===== config.mk =====
export PLATFORM = sky130hd
export DESIGN_NAME = swmed_cell
export DESIGN_NICKNAME = d
export VERILOG_FILES = /design/src/sv/swmed_pkg.sv /design/src/sv/swmed_cell.sv
export SDC_FILE = /design/constraint.sdc
export NUM_CORES = 1
export LEC_CHECK = 0
export ABC_AREA = 1
export CORE_MARGIN = 2
export CORE_UTILIZATION = 50
export CTS_CLUSTER_SIZE = 28
export DETAILED_ROUTE_END_ITERATION = 6
export DONT_BUFFER_PORTS = 1
export GPL_TIMING_DRIVEN = 1
export PLACE_DENSITY = 0.71
export SLEW_MARGIN = 20
export SYNTH_ARGS = -nofsm -noshare
export SYNTH_HDL_FRONTEND = slang
export SYNTH_SLANG_ARGS = --single-unit

===== constraint.sdc =====
create_clock -name clk -period 3.5 [get_ports clk]
set_clock_uncertainty 0.15 [all_clocks]
set_input_delay 0.875 -clock clk [delete_from_list [all_inputs] [get_ports clk]]
set_output_delay 0.875 -clock clk [all_outputs]
set_load 0.05 [all_outputs]

===== src/sv/swmed_pkg.sv =====
`timescale 1ns / 1ps
// ----------------------------------------------------------------------------
// swmed_pkg
// Shared constants and the neighbour link type of the running median cells.
// ----------------------------------------------------------------------------
package swmed_pkg;

    localparam int WINDOW_MAX_DEF  = 64;
    localparam int SAMPLE_BITS_DEF = 32;
    localparam int WIN_SIZE_RST    = 3;
    localparam int WIN_CFG_BITS    = 7;
    localparam int SAMPLE_IN_BITS  = 32;
    localparam int MEDIAN_OUT_BITS = 33;

    // Flags a cell hands to its neighbour: entry present, and entry stays
    // in place (its value is not above the incoming sample).
    typedef struct packed {
        logic vld;
        logic keep;
    } swmed_link_t;

endpackage


===== src/sv/swmed_cell.sv =====
`timescale 1ns / 1ps
// ----------------------------------------------------------------------------
// swmed_cell
// One slot of the sorted window: value, age and a valid flag, updated from
// its own contents and its two neighbours on every sample transfer.
// ----------------------------------------------------------------------------
module swmed_cell #(
    parameter int SB = swmed_pkg::SAMPLE_BITS_DEF,
    parameter int AW = 6
) (
    input  logic                       clk,
    input  logic                       rst_n,
    input  logic                       load,
    input  logic                       clr,
    input  logic                       flush,
    input  logic                       full,
    input  logic signed [SB-1:0]       smp,
    input  logic signed [SB-1:0]       oldest,
    // from the neighbour above (raw contents)
    input  logic signed [SB-1:0]       up_val,
    input  logic [AW-1:0]              up_age,
    input  swmed_pkg::swmed_link_t     up_link,
    // from the neighbour below (contents after removal)
    input  logic signed [SB-1:0]       lo_val,
    input  logic [AW-1:0]              lo_age,
    input  swmed_pkg::swmed_link_t     lo_link,
    // raw contents, to the neighbour below
    output logic signed [SB-1:0]       val_q,
    output logic [AW-1:0]              age_q,
    output swmed_pkg::swmed_link_t     link_q,
    // contents after removal, to the neighbour above
    output logic signed [SB-1:0]       b_val,
    output logic [AW-1:0]              b_age,
    output swmed_pkg::swmed_link_t     b_link
);
    import swmed_pkg::*;

    logic signed [SB-1:0] val_reg, val_next;
    logic [AW-1:0]        age_reg, age_next;
    logic                 vld_reg, vld_next;
    logic                 vld_eff;
    logic                 le;
    logic                 ge;

    // drop the current contents when the sample starts a new sequence
    assign vld_eff = vld_reg && !flush;
    assign le      = vld_eff && (val_reg <= smp);
    // at or above the leaving value: close the gap from above
    assign ge      = full && vld_eff && (val_reg >= oldest);

    assign val_q       = val_reg;
    assign age_q       = age_reg;
    assign link_q.vld  = vld_eff;
    assign link_q.keep = le;

    always_comb
    begin
        if (ge)
        begin
            b_val  = up_val;
            b_age  = up_age;
            b_link = up_link;
        end
        else
        begin
            b_val       = val_reg;
            b_age       = age_reg;
            b_link.vld  = vld_eff;
            b_link.keep = le;
        end
    end

    always_comb
    begin
        if (b_link.keep)
        begin
            val_next = b_val;
            age_next = b_age + AW'(1);
            vld_next = 1'b1;
        end
        else if (lo_link.keep)
        begin
            val_next = smp;
            age_next = '0;
            vld_next = 1'b1;
        end
        else
        begin
            val_next = lo_val;
            age_next = lo_age + AW'(1);
            vld_next = lo_link.vld;
        end
    end

    always_ff @(posedge clk or negedge rst_n)
    begin
        if (!rst_n)
        begin
            vld_reg <= 1'b0;
        end
        else if (clr)
        begin
            vld_reg <= 1'b0;
        end
        else if (load)
        begin
            vld_reg <= vld_next;
        end
    end

    always_ff @(posedge clk)
    begin
        if (load)
        begin
            val_reg <= val_next;
            age_reg <= age_next;
        end
    end

endmodule


=== Word level (Yosys, flattened, before mapping) ===
Cells that the tools add are included.

* $add $sub $neg: 2
* Magnitude comparators: 2
* Mux-type cells: 11
* Reduce and logical (&&, ||, !) cells: 6

{| class="wikitable"
|+ Operators by type and width
! cell !! number
|-
| 32-bit two-way mux || 3
|-
| 32-bit >= comparator || 1
|-
| 32-bit <= comparator || 1
|-
| 6-bit two-way mux || 3
|-
| 6-bit by 1-bit adder with 6-bit output (second input constant) || 2
|-
| 1-bit logical AND || 4
|-
| 1-bit two-way mux || 4
|-
| 2-bit two-way mux || 1
|-
| 2-bit nonzero test || 1
|-
| 1-bit logical NOT || 1
|}

* Register bits: 39
* Bits of input ports: 150
* Output and inout bits: 80
* Word-level logic and storage cells: 24

=== Longest topological paths before layout ===
* Depth after elaboration: 8
* Gate-level depth with buffers: 24
* Gate-level depth less buffers: 23

=== Worst setup path after synthesis ===
No wires, ideal clock.

* Path type: input -> output
* Start point: input port oldest[31]
* End point: output port b_val[0]
* Data arrival time: 3.256 ns
* Setup slack: -0.781 ns
* Cell stages on the path: 12
* Buffers on the path: 0
* Path through: inv_1 -> ha_1 -> a21oi_1 -> o21a_1 -> nand2_1 -> a21oi_1 -> nand2_1 -> nand2_1 -> nand3_4 -> nand2_4 -> inv_4 -> o21ai_0

* Word-level cells in the longest chain between the ends: 3

{| class="wikitable"
|+ RTL lines
! what !! RTL line !! text
|-
| start, declared || swmed_cell.sv:18 || <nowiki>input logic signed [SB-1:0] oldest,</nowiki>
|-
| 32-bit >= comparator || swmed_cell.sv:49 || <nowiki>assign ge = full && vld_eff && (val_reg >= oldest);</nowiki>
|-
| 1-bit logical AND || swmed_cell.sv:49 ||
|-
| 32-bit two-way mux || swmed_cell.sv:58 || <nowiki>if (ge)</nowiki>
|-
| end, declared || swmed_cell.sv:32 || <nowiki>output logic signed [SB-1:0] b_val,</nowiki>
|}

Every way passes these cells.

=== Worst setup path after layout ===
* Start point: input port oldest[29]
* End point: output port b_val[13]

Same word-level chain as after synthesis.

==> metrics list <==
* Number of buffers inserted by port buffering: 0
- The run finished, with violations left.
- The total count of max-transition violations in the final report is 0.
- The number of global-route vias before repair is 4,621.
- Clock-pin slew reported for the worst setup and hold paths after clock tree synthesis: 0.08 ns
* GRT Resource Usage Total: 27.3%
* Clock buffer depth: 2
- Data on the critical path arrives at its endpoint at 2.68 ns.
* Violated checks: negative setup slack
- Of the cells placed in the final design, the portion with a size suffix greater than 1 is 35.3%.
- Clock Sinks: 39
- Number of nets with antenna violations after routing: 0
* CP Data Required Time: 2.47 ns
- Counting distinct cell types in the post-synthesis netlist gives 35.
- In this run the critical register-to-register path is launched from val_q[30]$_DFFE_PP_.
* Starting Density: 50.8%
- In the finished design, the share of the clock period the worst path needs comes to 106%.
- After technology mapping, the gate count stands at 640.
- Count of inserted antenna diode cells: 0
- Die outline height: 97.5 µm
* TritonCTS clock tree: done
- For this design the static power due to leakage is 2.87 nW.
- The critical path goes through inv_1 > ha_4 > nand2_1 > nor2_4 > nand2_2 > nor3b_4 > nand4_1 > nand3_4 > nand2_8 > clkinv_8 > clkbuf_16 > nand2_1 > nand2_4.
- The first TritonRoute pass finished after 5 iterations.
- Measured along the x axis, the die boundary spans 97.5 µm.
- Filler cell count in the final layout: 645
* Initial antenna violation count: 0
- At the pin with the least slew margin, the transition time is 0.535 ns.
* Power per Cell Area: 327 mW/mm²
- Peak Freq: 270 MHz
* Final HPWL DP: 10,300 µm
- Yosys printed 0 warnings.
* Residual DRC count: 0
- Prior to clock tree synthesis, the placed netlist has a worst setup slack of -0.249 ns.
- Area used by multi-input combinational logic: 0.00369 mm²
- Summing every instance area after synthesis gives 0.00437 mm².
- Worst voltage drop across the vdd grid: 203 µV
- Critical Path Start: oldest[29]
- Hold-fix buffers, CTS: 0
- STA classifies the critical path endpoint as an output port.
- Number of max-cap violations: 0
- The synthesized design contains 39 register bits.
- H-tree lvl count: 2
- CP max-delay cell: sky130_fd_sc_hd__ha_4
- Library cell used as clock root buffer: sky130_fd_sc_hd__clkbuf_8
- The register with the most flip-flops in the layout has 32 of them.
- First-pass GRT wire length: 21,300 µm
- Sort of element at the start of the critical path: input port
- On the worst path, the slowest cell contributes a delay of 0.26 ns.
* Post-synthesis sequential area ratio: 26.7%
* Die Area: 0.00950 mm²
- Using the TritonRoute via totals, the vias-per-cell ratio works out to 5.70.
- The number of endpoints with negative hold slack in the final report is 0.
- The critical path is of the input port to output port type.
* Insertion delay of the later-clocked pin in the worst-skew pair: 0.30 ns
- DRC marker count from the first detailed-route iteration: 170
- The average instance in the mapped netlist occupies 6.82 µm².
- Setup repair after global routing could not meet its margin everywhere.
- Buffers inserted during clock tree synthesis total 5.
- In the final routed layout, each cell accounts on average for 17.3 µm.
* Path depth of the worst reg2reg path: 17
- Weighted congestion at the end of routability-driven global placement: 0.893
* Worst-case setup margin in the final layout: -0.202 ns
* Total congestion overflow after global routing: 0
- The final layout contains routed wiring with a total length of 14,200 µm.
* Post-synth net total: 856
- Worst slew margin relative to its limit: 64.4%
- From synthesis to final layout, the design area changed by 43.8%.
- Along the worst path, the maximum fanout reaches 8.
* Type of the worst min-delay path: input port to asynchronous set/reset pin
* Most Frequent Cell on Critical Path: sky130_fd_sc_hd__nand2_1
- Number of primary I/O pins: 230
* Overall via count from detail_route: 4,682
- Setup slack on the worst reg-to-reg path comes out at 0.19 ns.
- Total setup violations reported at the end of the flow: 40
* Endpoint of the worst register-to-register path: val_q[14]$_DFFE_PP_
- Across the whole layout, storage elements account for 0.00117 mm².
* Std-Cell Core Area: 0.00859 mm²
* Std cell rows: 34
- Minimum clock period: 3.70 ns
- Entering global routing, the biggest net connects 69 pins.
* Worst hold margin: 0.114 ns
* Total Nets Final: 928
layer usage:
| layer | part of all wire [%] | GRT usage (%) | wire length (µm) | vias up |
|---|---|---|---|---|
| met4 | 3.6 | 9.83 | 516 | 0 |
| met1 | 37 | 31.7 | 5310 | 2188 |
| met5 | 0 | 0 | 0 | - |
| li1 | - | - | - | 2243 |
| met2 | 52 | 49.0 | 7390 | 206 |
| met3 | 7.1 | 6.12 | 1020 | 45 |
synth_stat cells (all sizes together):
| master | number | share of area, % |
|---|---|---|
| a211oi | 1 | 0.17 |
| a21o | 1 | 0.17 |
| a21oi | 34 | 3.9 |
| a31o | 1 | 0.20 |
| buf | 17 | 3.1 |
| clkbuf | 7 | 0.60 |
| dfrtp | 1 | 0.57 |
| edfxtp | 38 | 26 |
| ha | 66 | 19 |
| inv | 89 | 7.7 |
| mux2i | 1 | 0.23 |
| nand2 | 238 | 21 |
| nand3 | 22 | 2.9 |
| nand4 | 10 | 1.4 |
| nor2 | 22 | 1.9 |
| nor3 | 2 | 0.23 |
| nor3b | 1 | 0.29 |
| nor4 | 1 | 0.14 |
| o211ai | 2 | 0.34 |
| o21a | 4 | 0.69 |
| o21ai | 79 | 9.1 |
| o21bai | 2 | 0.34 |
| or2 | 1 | 0.14 |
worst max path at each step:
stage                      to  slack (ns)  cells after the start
floorplan           b_val[20]       -0.12                     16
global placement    b_val[16]       -0.19                     15
detailed placement  b_val[16]       -0.25                     15
CTS                 b_val[16]       -0.19                     15
global route         b_age[4]       -0.32                     14
finish              b_val[13]       -0.20                     13
where the power goes:
| part | internal (mW) | switching [mW] |
|---|---|---|
| clock network | 0.140 | 0.167 |
| logic | 0.389 | 0.724 |
| registers | 0.572 | 0.0615 |
cell families after synthesis:
family	count (synthesis)	share of synthesized area, %
adder cells (fa/ha/maj)	66	18.9
flip-flops	39	26.7
AO/OA/AOI/OAI	124	15.0
buffers and inverters	113	11.4
multiplexers	1	0.229
AND/OR/NAND/NOR	297	27.8
cell usage in the layout, fill, tap and decap left out, drive strengths merged, types with 2 or more instances in the layout:
cell type	count
inv	87
o21ai	79
o21a	4
clkinv	2
edfxtp	38
o21bai	2
nand3	22
a21oi	34
clkbuf	8
o211ai	2
nand2	238
ha	66
nor3	2
nand4	10
nor2	22
buf	88
critical path: cells and delay by family:
family | cells | cell delay (ns)
AND/OR/NAND/NOR | 9 | 1.19
buffers and inverters | 3 | 0.34
adder cells (fa/ha/maj) | 1 | 0.26
area by class of cell:
type / count / share of cell area [%]
Clock buffer: 7 / 1.22
Clock inverter: 1 / 0.0797
Inverter: 89 / 5.90
Multi-Input combinational cell: 488 / 58.8
Sequential cell: 39 / 18.6
Tap cell: 108 / 2.15
Timing Repair Buffer: 89 / 13.3
what timing repair did:
item,4_1_cts,5_1_grt
cloned,0,1
gates resized for setup,65,63
setup endpoints to repair,41,43
buffers inserted,7,9
pin swaps,33,45
per-stage QoR:
step / cell area, µm² / total power, mW / utilization (%) / cells / setup TNS, ns
after global placement: 5390 / 1.56 / 62.7 / 796 / -7.07
final: 6280 / 2.05 / 73.1 / 821 / -5.30
after detailed placement: 5390 / 1.58 / 62.7 / 796 / -8.89
after CTS: 5860 / 1.96 / 68.2 / 811 / -5.35
after global routing: 6280 / 2.17 / 73.1 / 821 / -10.0
after floorplan: 4800 / 1.38 / - / 640 / -3.06
Note: power is estimated with default switching activity, not from simulation.
